[src/rtl/core/drs_pkg.sv]
// ----------------------------------------------------------------------------
// drs_pkg
// Shared types, codes and helpers of the disk request scheduler.
// ----------------------------------------------------------------------------
`default_nettype none

package drs_pkg;

   localparam int MAX_TRACKS_DEF = 4096;
   localparam int FIFO_DEPTH_DEF = 256;

   localparam int TRACK_W     = 12;
   localparam int OP_W        = 3;
   localparam int STATUS_W    = 2;
   localparam int COUNT_W     = 13;
   localparam int WORD_BITS   = 64;
   localparam int BIT_W       = 6;
   localparam int CSR_ADDR_W  = 3;
   localparam int CSR_DATA_W  = 32;

   localparam logic [COUNT_W-1:0] TRACK_COUNT_RESET = 13'd4096;
   localparam logic [TRACK_W-1:0] START_HEAD_RESET  = 12'd0;

   localparam logic CSR_TRACK_COUNT = 1'b0;
   localparam logic CSR_START_HEAD  = 1'b1;

   localparam logic [STATUS_W-1:0] STATUS_DONE   = 2'd0;
   localparam logic [STATUS_W-1:0] STATUS_EMPTY  = 2'd1;
   localparam logic [STATUS_W-1:0] STATUS_REJECT = 2'd2;

   typedef enum logic [OP_W-1:0] {
      OP_RESTART = 3'd0,
      OP_REQUEST = 3'd1,
      OP_FCFS    = 3'd2,
      OP_SSTF    = 3'd3,
      OP_LOOK    = 3'd4,
      OP_CLOOK   = 3'd5
   } op_type;

   typedef enum logic [1:0] {
      RSEL_SCAN  = 2'd0,
      RSEL_TRACK = 2'd1,
      RSEL_FIFO  = 2'd2,
      RSEL_CAND  = 2'd3
   } map_rsel_type;

   typedef enum logic [1:0] {
      WOP_NONE = 2'd0,
      WOP_ZERO = 2'd1,
      WOP_SET  = 2'd2,
      WOP_CLR  = 2'd3
   } map_wop_type;

   typedef enum logic [1:0] {
      RES_DONE   = 2'd0,
      RES_EMPTY  = 2'd1,
      RES_REJECT = 2'd2,
      RES_SERVED = 2'd3
   } res_sel_type;

   typedef enum logic [3:0] {
      S_CLEAR   = 4'd0,
      S_IDLE    = 4'd1,
      S_DECODE  = 4'd2,
      S_REQ_RD  = 4'd3,
      S_REQ_WR  = 4'd4,
      S_FC_TEST = 4'd5,
      S_FC_MAP  = 4'd6,
      S_FC_CHK  = 4'd7,
      S_SC_RUN  = 4'd8,
      S_SC_TAIL = 4'd9,
      S_SC_PICK = 4'd10,
      S_CL_RD   = 4'd11,
      S_CL_WR   = 4'd12,
      S_FINISH  = 4'd13
   } state_type;

   typedef struct packed {
      logic         load;
      logic         init_regs;
      logic         clr_start;
      logic         scan_start;
      logic         scan_issue;
      logic         fc_pop;
      logic         fc_take;
      logic         pick;
      logic         fifo_push;
      map_rsel_type rsel;
      map_wop_type  wop;
      logic         res_load;
      res_sel_type  res;
      logic         out_load;
   } cmd_type;

   typedef struct packed {
      logic [OP_W-1:0] op;
      logic            req_bad;
      logic            fifo_empty;
      logic            clr_last;
      logic            scan_last;
      logic            fc_hit;
      logic            pick_found;
      logic            out_free;
   } stat_type;

   function automatic logic [BIT_W-1:0] msb_index(input logic [WORD_BITS-1:0] v);
      logic [BIT_W-1:0] r;
      r = '0;
      for (int i = 0; i < WORD_BITS; i++) begin
         if (v[i]) r = BIT_W'(i);
      end
      return r;
   endfunction

   function automatic logic [BIT_W-1:0] lsb_index(input logic [WORD_BITS-1:0] v);
      logic [BIT_W-1:0] r;
      r = '0;
      for (int i = WORD_BITS - 1; i >= 0; i--) begin
         if (v[i]) r = BIT_W'(i);
      end
      return r;
   endfunction

endpackage

`default_nettype wire

[src/rtl/core/drs_controller.sv]
// ----------------------------------------------------------------------------
// drs_controller
// Sequencer of one item at a time: clearing, request, FCFS and scan services.
// ----------------------------------------------------------------------------
`default_nettype none

module drs_controller (
   input  wire logic              clock,
   input  wire logic              reset,
   input  wire logic              req_valid,
   output logic                   req_ready,
   input  wire drs_pkg::stat_type stat,
   output drs_pkg::cmd_type       cmd
);

   drs_pkg::state_type state_ff, state_in;

   always_ff @(posedge clock) begin
      if (reset) state_ff <= drs_pkg::S_CLEAR;
      else       state_ff <= state_in;
   end

   always_comb begin
      state_in  = state_ff;
      req_ready = 1'b0;
      cmd       = '0;
      cmd.rsel  = drs_pkg::RSEL_SCAN;
      cmd.wop   = drs_pkg::WOP_NONE;
      cmd.res   = drs_pkg::RES_DONE;

      case (state_ff)
         drs_pkg::S_CLEAR: begin
            cmd.wop = drs_pkg::WOP_ZERO;
            if (stat.clr_last) state_in = drs_pkg::S_IDLE;
         end
         drs_pkg::S_IDLE: begin
            req_ready = 1'b1;
            if (req_valid) begin
               cmd.load = 1'b1;
               state_in = drs_pkg::S_DECODE;
            end
         end
         drs_pkg::S_DECODE: begin
            case (stat.op)
               drs_pkg::OP_RESTART: begin
                  cmd.init_regs = 1'b1;
                  cmd.clr_start = 1'b1;
                  cmd.res_load  = 1'b1;
                  state_in      = drs_pkg::S_FINISH;
               end
               drs_pkg::OP_REQUEST: begin
                  if (stat.req_bad) begin
                     cmd.res_load = 1'b1;
                     cmd.res      = drs_pkg::RES_REJECT;
                     state_in     = drs_pkg::S_FINISH;
                  end else begin
                     state_in = drs_pkg::S_REQ_RD;
                  end
               end
               drs_pkg::OP_FCFS: begin
                  state_in = drs_pkg::S_FC_TEST;
               end
               drs_pkg::OP_SSTF, drs_pkg::OP_LOOK, drs_pkg::OP_CLOOK: begin
                  cmd.scan_start = 1'b1;
                  state_in       = drs_pkg::S_SC_RUN;
               end
               default: begin
                  cmd.res_load = 1'b1;
                  state_in     = drs_pkg::S_FINISH;
               end
            endcase
         end
         drs_pkg::S_REQ_RD: begin
            cmd.rsel = drs_pkg::RSEL_TRACK;
            state_in = drs_pkg::S_REQ_WR;
         end
         drs_pkg::S_REQ_WR: begin
            cmd.wop       = drs_pkg::WOP_SET;
            cmd.fifo_push = 1'b1;
            cmd.res_load  = 1'b1;
            state_in      = drs_pkg::S_FINISH;
         end
         drs_pkg::S_FC_TEST: begin
            if (stat.fifo_empty) begin
               cmd.res_load = 1'b1;
               cmd.res      = drs_pkg::RES_EMPTY;
               state_in     = drs_pkg::S_FINISH;
            end else begin
               state_in = drs_pkg::S_FC_MAP;
            end
         end
         drs_pkg::S_FC_MAP: begin
            cmd.rsel   = drs_pkg::RSEL_FIFO;
            cmd.fc_pop = 1'b1;
            state_in   = drs_pkg::S_FC_CHK;
         end
         drs_pkg::S_FC_CHK: begin
            if (stat.fc_hit) begin
               cmd.wop      = drs_pkg::WOP_CLR;
               cmd.fc_take  = 1'b1;
               cmd.res_load = 1'b1;
               cmd.res      = drs_pkg::RES_SERVED;
               state_in     = drs_pkg::S_FINISH;
            end else begin
               state_in = drs_pkg::S_FC_TEST;
            end
         end
         drs_pkg::S_SC_RUN: begin
            cmd.rsel       = drs_pkg::RSEL_SCAN;
            cmd.scan_issue = 1'b1;
            if (stat.scan_last) state_in = drs_pkg::S_SC_TAIL;
         end
         drs_pkg::S_SC_TAIL: begin
            state_in = drs_pkg::S_SC_PICK;
         end
         drs_pkg::S_SC_PICK: begin
            if (stat.pick_found) begin
               cmd.pick = 1'b1;
               state_in = drs_pkg::S_CL_RD;
            end else begin
               cmd.res_load = 1'b1;
               cmd.res      = drs_pkg::RES_EMPTY;
               state_in     = drs_pkg::S_FINISH;
            end
         end
         drs_pkg::S_CL_RD: begin
            cmd.rsel = drs_pkg::RSEL_CAND;
            state_in = drs_pkg::S_CL_WR;
         end
         drs_pkg::S_CL_WR: begin
            cmd.wop      = drs_pkg::WOP_CLR;
            cmd.res_load = 1'b1;
            cmd.res      = drs_pkg::RES_SERVED;
            state_in     = drs_pkg::S_FINISH;
         end
         drs_pkg::S_FINISH: begin
            if (stat.out_free) begin
               cmd.out_load = 1'b1;
               state_in = (stat.op == drs_pkg::OP_RESTART) ? drs_pkg::S_CLEAR
                                                           : drs_pkg::S_IDLE;
            end
         end
         default: begin
            state_in = drs_pkg::S_CLEAR;
         end
      endcase
   end

endmodule

`default_nettype wire

[config.mk]
export PLATFORM = sky130hd
export DESIGN_NAME = drs_controller
export DESIGN_NICKNAME = d
export VERILOG_FILES = /design/src/rtl/core/drs_pkg.sv /design/src/rtl/core/drs_controller.sv
export SDC_FILE = /design/constraint.sdc
export NUM_CORES = 1
export LEC_CHECK = 0
export ABC_AREA = 1
export BUFFER_PORTS_ARGS = -buffer_cell sky130_fd_sc_hd__clkbuf_2
export CAP_MARGIN = 25
export CORE_MARGIN = 5
export CORE_UTILIZATION = 41
export CTS_BUF_LIST = sky130_fd_sc_hd__clkbuf_2 sky130_fd_sc_hd__clkbuf_4 sky130_fd_sc_hd__clkbuf_8
export DETAILED_ROUTE_END_ITERATION = 10
export MAX_ROUTING_LAYER = met4
export PLACE_DENSITY = 0.81
export SETUP_SLACK_MARGIN = 0.15
export SLEW_MARGIN = 10
export SYNTH_ARGS = -nofsm -noshare
export SYNTH_HDL_FRONTEND = slang
export SYNTH_SLANG_ARGS = --single-unit
export TNS_END_PERCENT = 50
[constraint.sdc]
create_clock -name clock -period 1.2 [get_ports clock]
set_clock_uncertainty 0.1 [all_clocks]
set_input_delay 0.06 -clock clock [delete_from_list [all_inputs] [get_ports clock]]
set_output_delay 0.06 -clock clock [all_outputs]
set_load 0.01 [all_outputs]
-- Yosys cells after proc, flatten, opt, wreduce, memory -nomap -nowiden
Index checks and enable logic that the tools add are counted.
- register bits: 4
- bits of input ports: 13
- output and inout port bits: 18
- word-level logic and storage cells: 65
- equal/unequal tests: 22
- multiplexer cells: 36
- reductions and logical operators: 6
- operators with widths (operator ; count):
    case mux 4 bit (13 select lines) ; 1
    2-to-1 mux 4 bit ; 7
    equality test 4 bit (second input constant) ; 6
    equality test 4 x 3 -> 1 bit (second input constant) ; 4
    2-to-1 mux 3 bit ; 5
    2-to-1 mux 1 bit ; 14
    case mux 4 bit (3 select lines) ; 1
    case mux 2 bit (5 select lines) ; 1
    equality test 4 x 2 -> 1 bit (second input constant) ; 2
    inequality test 2 bit (second input constant) ; 4
    case mux 2 bit (4 select lines) ; 1
    equality test 3 x 2 -> 1 bit (second input constant) ; 2
    equality test 3 bit (second input constant) ; 2
    case mux 2 bit (3 select lines) ; 1
    2-to-1 mux 5 bit ; 1
    case mux 1 bit (5 select lines) ; 1
    equality test 4 x 1 -> 1 bit (second input constant) ; 1
    zero test 4 bit ; 1
    2-to-1 mux 2 bit ; 2
    AND reduction 4 bit ; 1
    OR reduction 4 bit ; 1
    equality test 3 x 1 -> 1 bit (second input constant) ; 1
    zero test 3 bit ; 1
    OR reduction 3 bit ; 1
    other kinds (2) ; 2

-- Longest topological paths before layout
Gate-level depths: netlist (run 1).
- depth in word-level cells: 4
- depth in mapped cells: 10
- mapped depth without buffers: 9

-- Worst setup path before layout (run 1)
Ideal clock, no wire load.
- path kind: flip-flop to flip-flop
- from: reg state_ff[2]
- to: reg state_ff[0]
- setup time: 0.114 ns
- arrival time: 1.105 ns
- required time: 0.986 ns
- path slack: -0.118 ns
- cell stages (with the launch flop): 10
- buffers on the path: 1
- clock period less this slack: 1.318 ns
- path through: dfxtp_1 buf_4 inv_2 nand2_2 nor2_2 nand2_2 nand3_1 nor2_2 a21oi_1 nor2_1
- cells in the longest elaborated chain, start to end: 3
- elaborated cells on any way between the ends: 21
- those cells by class: 17 x eq/ne; 1 x mux; 3 x reduce/logical
- ends and longest elaborated chain (what ; RTL line ; source):
    start, declared ; drs_controller.sv:16 ; drs_pkg::state_type state_ff, state_in;
    start signal, assigned ; drs_controller.sv:19 ; if (reset) state_ff <= drs_pkg::S_CLEAR;
    start signal, assigned ; drs_controller.sv:20 ; else state_ff <= state_in;
    equality test 4 bit (tied with other cells) ; drs_controller.sv:31 ; case (state_ff)
    OR reduction 2 bit (no line) or inequality test 2 bit (tied branches) ; - ;
    case mux 4 bit (13 select lines) or AND reduction 4 bit (tied branches) ; - ;
Parallel ways exist; a longest one is shown, timed or not.
A chain may end at the register's enable or synchronous reset.

==> results of run 1 <==
-- routing by layer --
metal  up-vias  track usage [%]  wire [microns]
met4         0             8.60             163
met2        78             44.1            1400
met1       453             27.9            1020
met5         -                -               0
li1        481                -               -
met3        25             2.95             277
-- worst max path at each step --
stage | to | depth (start not counted) | startpoint | slack, ns
global route | cmd[4] | 7 | state_ff[2] | -0.44
finish | cmd[1] | 6 | state_ff[0] | -0.37
CTS | cmd[14] | 6 | state_ff[1] | -0.26
floorplan | state_ff[3] | 9 | state_ff[2] | -0.01
detailed placement | cmd[2] | 7 | state_ff[2] | -0.26
global placement | cmd[2] | 7 | state_ff[2] | -0.20
-- cell type report --
class	count	area [sq um]	share of cell area, %
tap	15	18.8	1.62
multi-input combinational	86	533	46.0
inverter	24	100	8.63
clock buffer	3	22.5	1.94
timing repair buffer	59	390	33.7
sequential	4	95.1	8.20
-- metrics by stage --
step	utilization [%]	TNS, ns	worst slack, ns	cells	hold slack (ns)
after floorplan	-	-0.0261	-0.0133	116	0.0151
after global placement	70.3	-1.80	-0.203	179	0.164
after detailed placement	70.3	-2.62	-0.256	179	0.171
after CTS	80.0	-4.14	-0.260	189	0.122
after global routing	87.0	-6.24	-0.442	191	0.166
final	87.0	-5.20	-0.374	191	0.113
-- worst min-delay path, delay by kind of cell --
kind / cells / cell delay (ns)
AO/OA/AOI/OAI: 1 / 0.05
AND/OR/NAND/NOR: 2 / 0.10
buffers and inverters: 3 / 0.21
-- power by group through the flow --
| stage | combinational, mW | clock (mW) | sequential, mW |
|---|---|---|---|
| 2_1_floorplan | 0.673 | 0 | 0.235 |
| 5_1_grt | 1.57 | 0.195 | 0.328 |
| 6_report | 1.46 | 0.188 | 0.324 |
| 3_5_place_dp | 1.05 | 0 | 0.265 |
| 3_3_place_gp | 1.02 | 0 | 0.260 |
| 4_1_cts | 1.22 | 0.175 | 0.297 |
-- cells in the mapped netlist --
cell type | number | share of area (%)
sky130_fd_sc_hd__buf_4 | 2 | 2.5
sky130_fd_sc_hd__nand2_1 | 25 | 16
sky130_fd_sc_hd__inv_1 | 21 | 13
sky130_fd_sc_hd__nand3_1 | 12 | 10
sky130_fd_sc_hd__o21ai_0 | 7 | 5.9
sky130_fd_sc_hd__a21oi_1 | 4 | 3.4
sky130_fd_sc_hd__o22ai_1 | 1 | 1.1
sky130_fd_sc_hd__nand3b_1 | 2 | 2.5
sky130_fd_sc_hd__inv_2 | 3 | 1.9
sky130_fd_sc_hd__dfxtp_1 | 4 | 13
sky130_fd_sc_hd__nor3_1 | 3 | 2.5
sky130_fd_sc_hd__nor2_1 | 19 | 12
sky130_fd_sc_hd__a21oi_2 | 1 | 1.5
sky130_fd_sc_hd__xnor2_1 | 1 | 1.5
sky130_fd_sc_hd__nand2_2 | 3 | 3.2
sky130_fd_sc_hd__o21ai_2 | 1 | 1.5
sky130_fd_sc_hd__nor2_4 | 1 | 1.9
sky130_fd_sc_hd__nor2_2 | 6 | 6.3
-- repair_timing --
action / in CTS / in global routing
pin swaps: 6 / 7
setup endpoints to repair: 22 / 22
gates cloned: 0 / 0
gates resized for setup: 21 / 32
buffers inserted: 6 / 2
hold buffers: 1 / 0
endpoints found under the hold margin: 4 / 0
-- cells by family after synthesis --
group	synth area share, %
AOI/OAI and AO/OA	13.2
xor gates and xnor gates	1.47
buffers and inverters	17.6
DFF	13.4
and+or+nand+nor	54.2
==> qor.txt, run 1 <==
================================================================================
Clock Sink Count                                                               4
Power consumption                                                        1.97 mW
Number of antenna violations at the first check in global routing              0
Placed wire-length estimate after detailed placement                1760 microns
Worst-skew pair later-pin latency                                        0.25 ns
Sequential group share of total power                                      16.5%
Cell Area, Synth                                                       596 sq um
Vias per cell                                                               5.43
Unrepaired setup endpoints after global routing                             true
Syn nets                                                                     129
Crit end category                                                    output port
Max_slew headroom                                                          80.9%
Final critical delay including setup and external delays                 1.57 ns
Capture instance of the worst register-to-register path              state_ff[2]
Clock group share of total power                                            9.5%
IO buf count                                                                  30
Starting Density                                                           44.7%
Max-cap violation count                                                        0
Placer's final routability congestion estimate                             0.980
Pwr per Cell Area                                                   1700 nW/um^2
Average detailed-routed wire length per instance                    15.0 microns
CP Class                                                            flop to output port
Die width                                                           48.1 microns
Total vias in the final route                                              1,037
Dominant delay contributor by cell family on the critical path        flip-flops
Cell count of the worst hold path                                              6
Crit share post-route                                                       131%
Number of endpoints failing setup at the final stage                          22
Area delta synth->final                                                    94.7%
Number of rows created at floorplan                                           13
Slew @ Worst Pin                                                        0.284 ns
Fill cell count                                                               76
Sw Ratio                                                                   52.2%
Largest Register                                                        state_ff
Total Routed Length                                                 2860 microns
Tot GR Track Use                                                           24.6%
Largest fanout on the critical path                                            6
Post-Layout Inst Area                                                 1160 sq um
Post-route setup slack                                                 -0.374 ns
Pint                                                                    0.942 mW
Post-synthesis register bit count                                              4
Wire length of the first global-routing pass                        3910 microns
Root buffer cell                                                    sky130_fd_sc_hd__clkbuf_4
Status                                                              finished with violations
TritonRoute pass-1 iters                                                       5
Worst-case vdd ir drop                                                  0.823 mV
Instance area after placement                                          937 sq um
Registers with the most flip-flops                                  state_ff (4)
Endpoint arrival time on the critical path                               1.41 ns
Largest net degree at the start of global routing                              7
LEAKAGE                                                                 0.677 nW
Most frequent cell on the critical path                             sky130_fd_sc_hd__nand3_1
Commonest non-fill, non-tap cells in the layout                     sky130_fd_sc_hd__buf_4 (26), sky130_fd_sc_hd__nand2_1 (21), sky130_fd_sc_hd__clkbuf_2 (19)
Syn Area/Cell                                                         5.13 sq um
Max Buffers Root-to-Sink                                                       2
Worst-case register-to-register setup slack                             -0.29 ns
CTS buffer count                                                               3
Hold Path Class                                                     input pin to flop
Vias in the first global route                                               911
Cell variety after synth                                                      18
TritonCTS clock tree                                                        done
Placeable core region                                                 1330 sq um
Share of post-route cells with drive strength above 1                      56.8%
Most common cell after layout, fill and taps aside                  sky130_fd_sc_hd__buf_4
Number of nets with antenna violations after routing                           0
Antenna Diode Count                                                            0
Die Outline Area                                                      2320 sq um
Hold path start                                                          stat[0]
Drc violations                                                                 0
Worst-path clk slew                                                      0.04 ns
Warnings from Yosys                                                            0
Final-stage net count                                                        191
Count of cells along the worst register-to-register path                       8
Num ports                                                                     31
Die height                                                          48.1 microns
Gate power share                                                           74.0%
CP max-delay cell                                                   sky130_fd_sc_hd__dfxtp_4
Count of mapped cells out of synthesis                                       116
Switch Pwr                                                               1.03 mW
Final hold violations                                                          0
Worst Hold Path EP                                                   state_ff[3]
Buf/Inv on CP                                                                  3
Required time of the worst setup path                                    1.04 ns
Pins Over Slew Limit                                                           0
Sequential fraction of the synthesis area                                  13.4%
Failing checks                                                      negative setup slack
GRT Residual Overflow                                                          0
Iteration-0 DRC Markers                                                       67
Crit Reg-Reg Startpoint                                              state_ff[1]
Cell breakdown of the critical path                                 inv_4, nor2_4, nand3_1, buf_4, nand3_1, clkbuf_2
Category of the worst setup path launch point                               flop
Achievable Freq                                                        0.635 GHz
Max stage delay on crit path                                             0.41 ns
H-tree depth reported by CTS                                                   1
Max FFs per register                                                           4
================================================================================
(Power assumes the default switching activity.)
==> run 2: changes to the inputs <==
--- a/config.mk
+++ b/config.mk
@@ -5,15 +5,14 @@
 export SDC_FILE = /design/constraint.sdc
 export NUM_CORES = 1
 export LEC_CHECK = 0
-export ABC_AREA = 1
 export BUFFER_PORTS_ARGS = -buffer_cell sky130_fd_sc_hd__clkbuf_2
 export CAP_MARGIN = 25
 export CORE_MARGIN = 5
-export CORE_UTILIZATION = 41
+export CORE_UTILIZATION = 43
 export CTS_BUF_LIST = sky130_fd_sc_hd__clkbuf_2 sky130_fd_sc_hd__clkbuf_4 sky130_fd_sc_hd__clkbuf_8
 export DETAILED_ROUTE_END_ITERATION = 10
 export MAX_ROUTING_LAYER = met4
-export PLACE_DENSITY = 0.81
+export PLACE_DENSITY = 0.82
 export SETUP_SLACK_MARGIN = 0.15
 export SLEW_MARGIN = 10
 export SYNTH_ARGS = -nofsm -noshare
==> run 2 against run 1 <==
The flow still finishes with violations (negative setup slack). Clock-buffer cell count stayed put. Routed wire length up 24%. Global-route usage decreased by 0.77 points. Sequential power fell by 37%. Utilization increased by 2.5 points. Synthesized cell count shrank 11%. Combinational power is 18% higher. Cell area is 15% higher. Clock power down 9%. Die area is 5.6% higher. Total power rose by 6.8%.
==> qor.txt, run 2 <==
================================================================================
Crit end category                                                    output port
LEAKAGE                                                                 0.600 nW
Antenna Diode Count                                                            0
Asr flop ratio synth                                                          0%
Die width                                                           49.5 microns
Detailed-routed wire length on met2                                 1710 microns
Commonest non-fill, non-tap cells in the layout                     sky130_fd_sc_hd__clkbuf_2 (19), sky130_fd_sc_hd__buf_4 (18), sky130_fd_sc_hd__buf_6 (15)
Average detailed-routed wire length per instance                    20.7 microns
TritonRoute pass-1 iters                                                       5
Fill cell count                                                               66
Total vias in the final route                                              1,152
Vias per cell                                                               6.70
Largest cells by area after synthesis                               sky130_fd_sc_hd__dfxtp_1 (12%), sky130_fd_sc_hd__nor2_1 (6.7%), sky130_fd_sc_hd__nand2b_1 (6.5%), sky130_fd_sc_hd__nor3_1 (6.0%), sky130_fd_sc_hd__o21ai_0 (5.2%)
Clock Sink Count                                                               4
Final-stage net count                                                        171
Warnings from Yosys                                                            0
Sequential fraction of the synthesis area                                  12.0%
Starting Density                                                           45.0%
Share of post-route cells with drive strength above 1                      64.7%
Syn nets                                                                     116
Num ports                                                                     31
Unrepaired setup endpoints after global routing                             true
Die height                                                          49.5 microns
IO buf count                                                                  30
Endpoint arrival time on the critical path                               1.55 ns
Cell taking the most area after synthesis                           sky130_fd_sc_hd__dfxtp_1
Most frequent cell after synthesis                                  sky130_fd_sc_hd__nor2_1
Area delta synth->final                                                    98.9%
Number of antenna violations at the first check in global routing              0
Failing checks                                                      negative setup slack
Largest net degree at the start of global routing                             23
Placeable core region                                                 1490 sq um
Wire length on met3                                                  325 microns
Worst Hold Path EP                                                   state_ff[0]
Placed wire-length estimate after detailed placement                1880 microns
CTS buffer count                                                               3
Max FFs per register                                                           4
Wire length the detailed router placed on met1                      1260 microns
Number of rows created at floorplan                                           14
Largest fanout on the critical path                                            4
Hold Path Class                                                     input pin to flop
Max_slew headroom                                                          61.8%
Uppermost routed layer                                                      met4
GRT Residual Overflow                                                          0
Cell count of the worst hold path                                              3
CP Class                                                            flop to output port
Power consumption                                                        2.10 mW
Post-synthesis register bit count                                              4
Category of the worst setup path launch point                               flop
Pwr per Cell Area                                                   1580 nW/um^2
Cell variety after synth                                                      36
Post-route setup slack                                                 -0.507 ns
Wire length of the first global-routing pass                        4550 microns
Worst-path clk slew                                                      0.04 ns
Most common cell after layout, fill and taps aside                  sky130_fd_sc_hd__clkbuf_2
Worst-case vdd ir drop                                                   1.07 mV
Final hold violations                                                          0
Count of cells along the worst register-to-register path                       7
Number of endpoints failing setup at the final stage                          22
Max-cap violation count                                                        0
Setup TNS after final layout                                            -7.71 ns
H-tree depth reported by CTS                                                   1
Capture instance of the worst register-to-register path              state_ff[1]
Syn Area/Cell                                                         6.50 sq um
TritonCTS clock tree                                                        done
Prevailing post-synth register cell                                 sky130_fd_sc_hd__dfxtp_1
Die Outline Area                                                      2450 sq um
Number of nets with antenna violations after routing                           0
Drc violations                                                                 0
Leading cell types by count after synthesis                         sky130_fd_sc_hd__nor2_1 (12), sky130_fd_sc_hd__nor3_1 (8), sky130_fd_sc_hd__nand2b_1 (7), sky130_fd_sc_hd__o21ai_0 (7), sky130_fd_sc_hd__a21oi_1 (6)
Worst Hold Margin                                                      0.0478 ns
Placer's final routability congestion estimate                             0.888
Launching element of the worst setup path                            state_ff[0]
Total Routed Length                                                 3550 microns
Hold path start                                                            reset
Registers with the most flip-flops                                  state_ff (4)
Required time of the worst setup path                                    1.04 ns
Count of hold-fix buffers inserted at cts                                      0
Root buffer cell                                                    sky130_fd_sc_hd__clkbuf_4
Fraction of synthesized cell area taken by the top area cell type          12.0%
Crit Reg-Reg Startpoint                                              state_ff[3]
Crit share post-route                                                       142%
Iteration-0 DRC Markers                                                       54
Count of mapped cells out of synthesis                                       103
Worst-case register-to-register setup slack                             -0.33 ns
Achievable Freq                                                        0.586 GHz
Tot GR Track Use                                                           23.9%
Cell Area, Synth                                                       669 sq um
Status                                                              finished with violations
Vias in the first global route                                             1,012
Slew @ Worst Pin                                                        0.569 ns
Max Buffers Root-to-Sink                                                       2
Number of enable-type register cells in the synthesized netlist                0
Largest Register                                                        state_ff
Worst-skew pair later-pin latency                                        0.24 ns
Final critical delay including setup and external delays                 1.71 ns
Pins Over Slew Limit                                                           0
================================================================================
[run 2: layer usage]
metal | track usage [%] | up-vias
met2 | 41.8 | 100
li1 | - | 483
met4 | 12.7 | 0
met3 | 6.63 | 34
met1 | 23.7 | 535
met5 | - | -
[run 2: how the worst max path moves through the flow]
stage	end	slack, ns
floorplan	cmd[15]	-0.26
global placement	cmd[3]	-0.28
detailed placement	cmd[3]	-0.32
CTS	cmd[3]	-0.50
global route	cmd[3]	-0.53
finish	cmd[3]	-0.51
[run 2: per-stage QoR]
step,cell area (sq um),worst slack [ns],utilization [%],cells
after floorplan,766,-0.263,-,103
after global placement,990,-0.279,66.5,158
after detailed placement,990,-0.319,66.5,158
after CTS,1160,-0.498,78.1,167
after global routing,1330,-0.530,89.4,172
final,1330,-0.507,89.4,172
[run 2: cells by family after synthesis]
family,count (synthesis),synth area share (%)
muxes,3,4.67
and+or+nand+nor,51,43.0
AOI/OAI and AO/OA,30,28.6
buffers and inverters,14,10.5
DFF,4,12.0
xor gates and xnor gates,1,1.31
[run 2: power by group]
| part | switching (mW) | internal [mW] | leakage [nW] | total [mW] |
|---|---|---|---|---|
| Sequential | 0.0300 | 0.176 | 0.0339 | 0.205 |
| Clock | 0.0585 | 0.112 | 0.0138 | 0.171 |
| Combinational | 0.866 | 0.862 | 0.552 | 1.73 |
[run 2: layout make-up]
type                    instances  area (sq um)  share of cell area, %
clock buffers                   3          22.5                   1.69
inverters                       4          15.0                   1.13
multi-input cells              85           731                   54.9
flip-flops and latches          4          83.8                   6.30
well taps                      16          20.0                   1.50
repair buffers                 60           459                   34.5
[run 2: critical path, cell delays in order, from the launching register on]
cell and delay [ns]:
sky130_fd_sc_hd__dfxtp_2 0.33, sky130_fd_sc_hd__or4b_4 0.56, sky130_fd_sc_hd__o311ai_4 0.24, sky130_fd_sc_hd__clkbuf_2 0.18
[run 2: repair_timing]
item	4_1_cts	5_1_grt
cloned	0	0
pin swaps	10	7
endpoints found under the setup margin	22	22
setup buffers	6	5
resized for setup	27	38
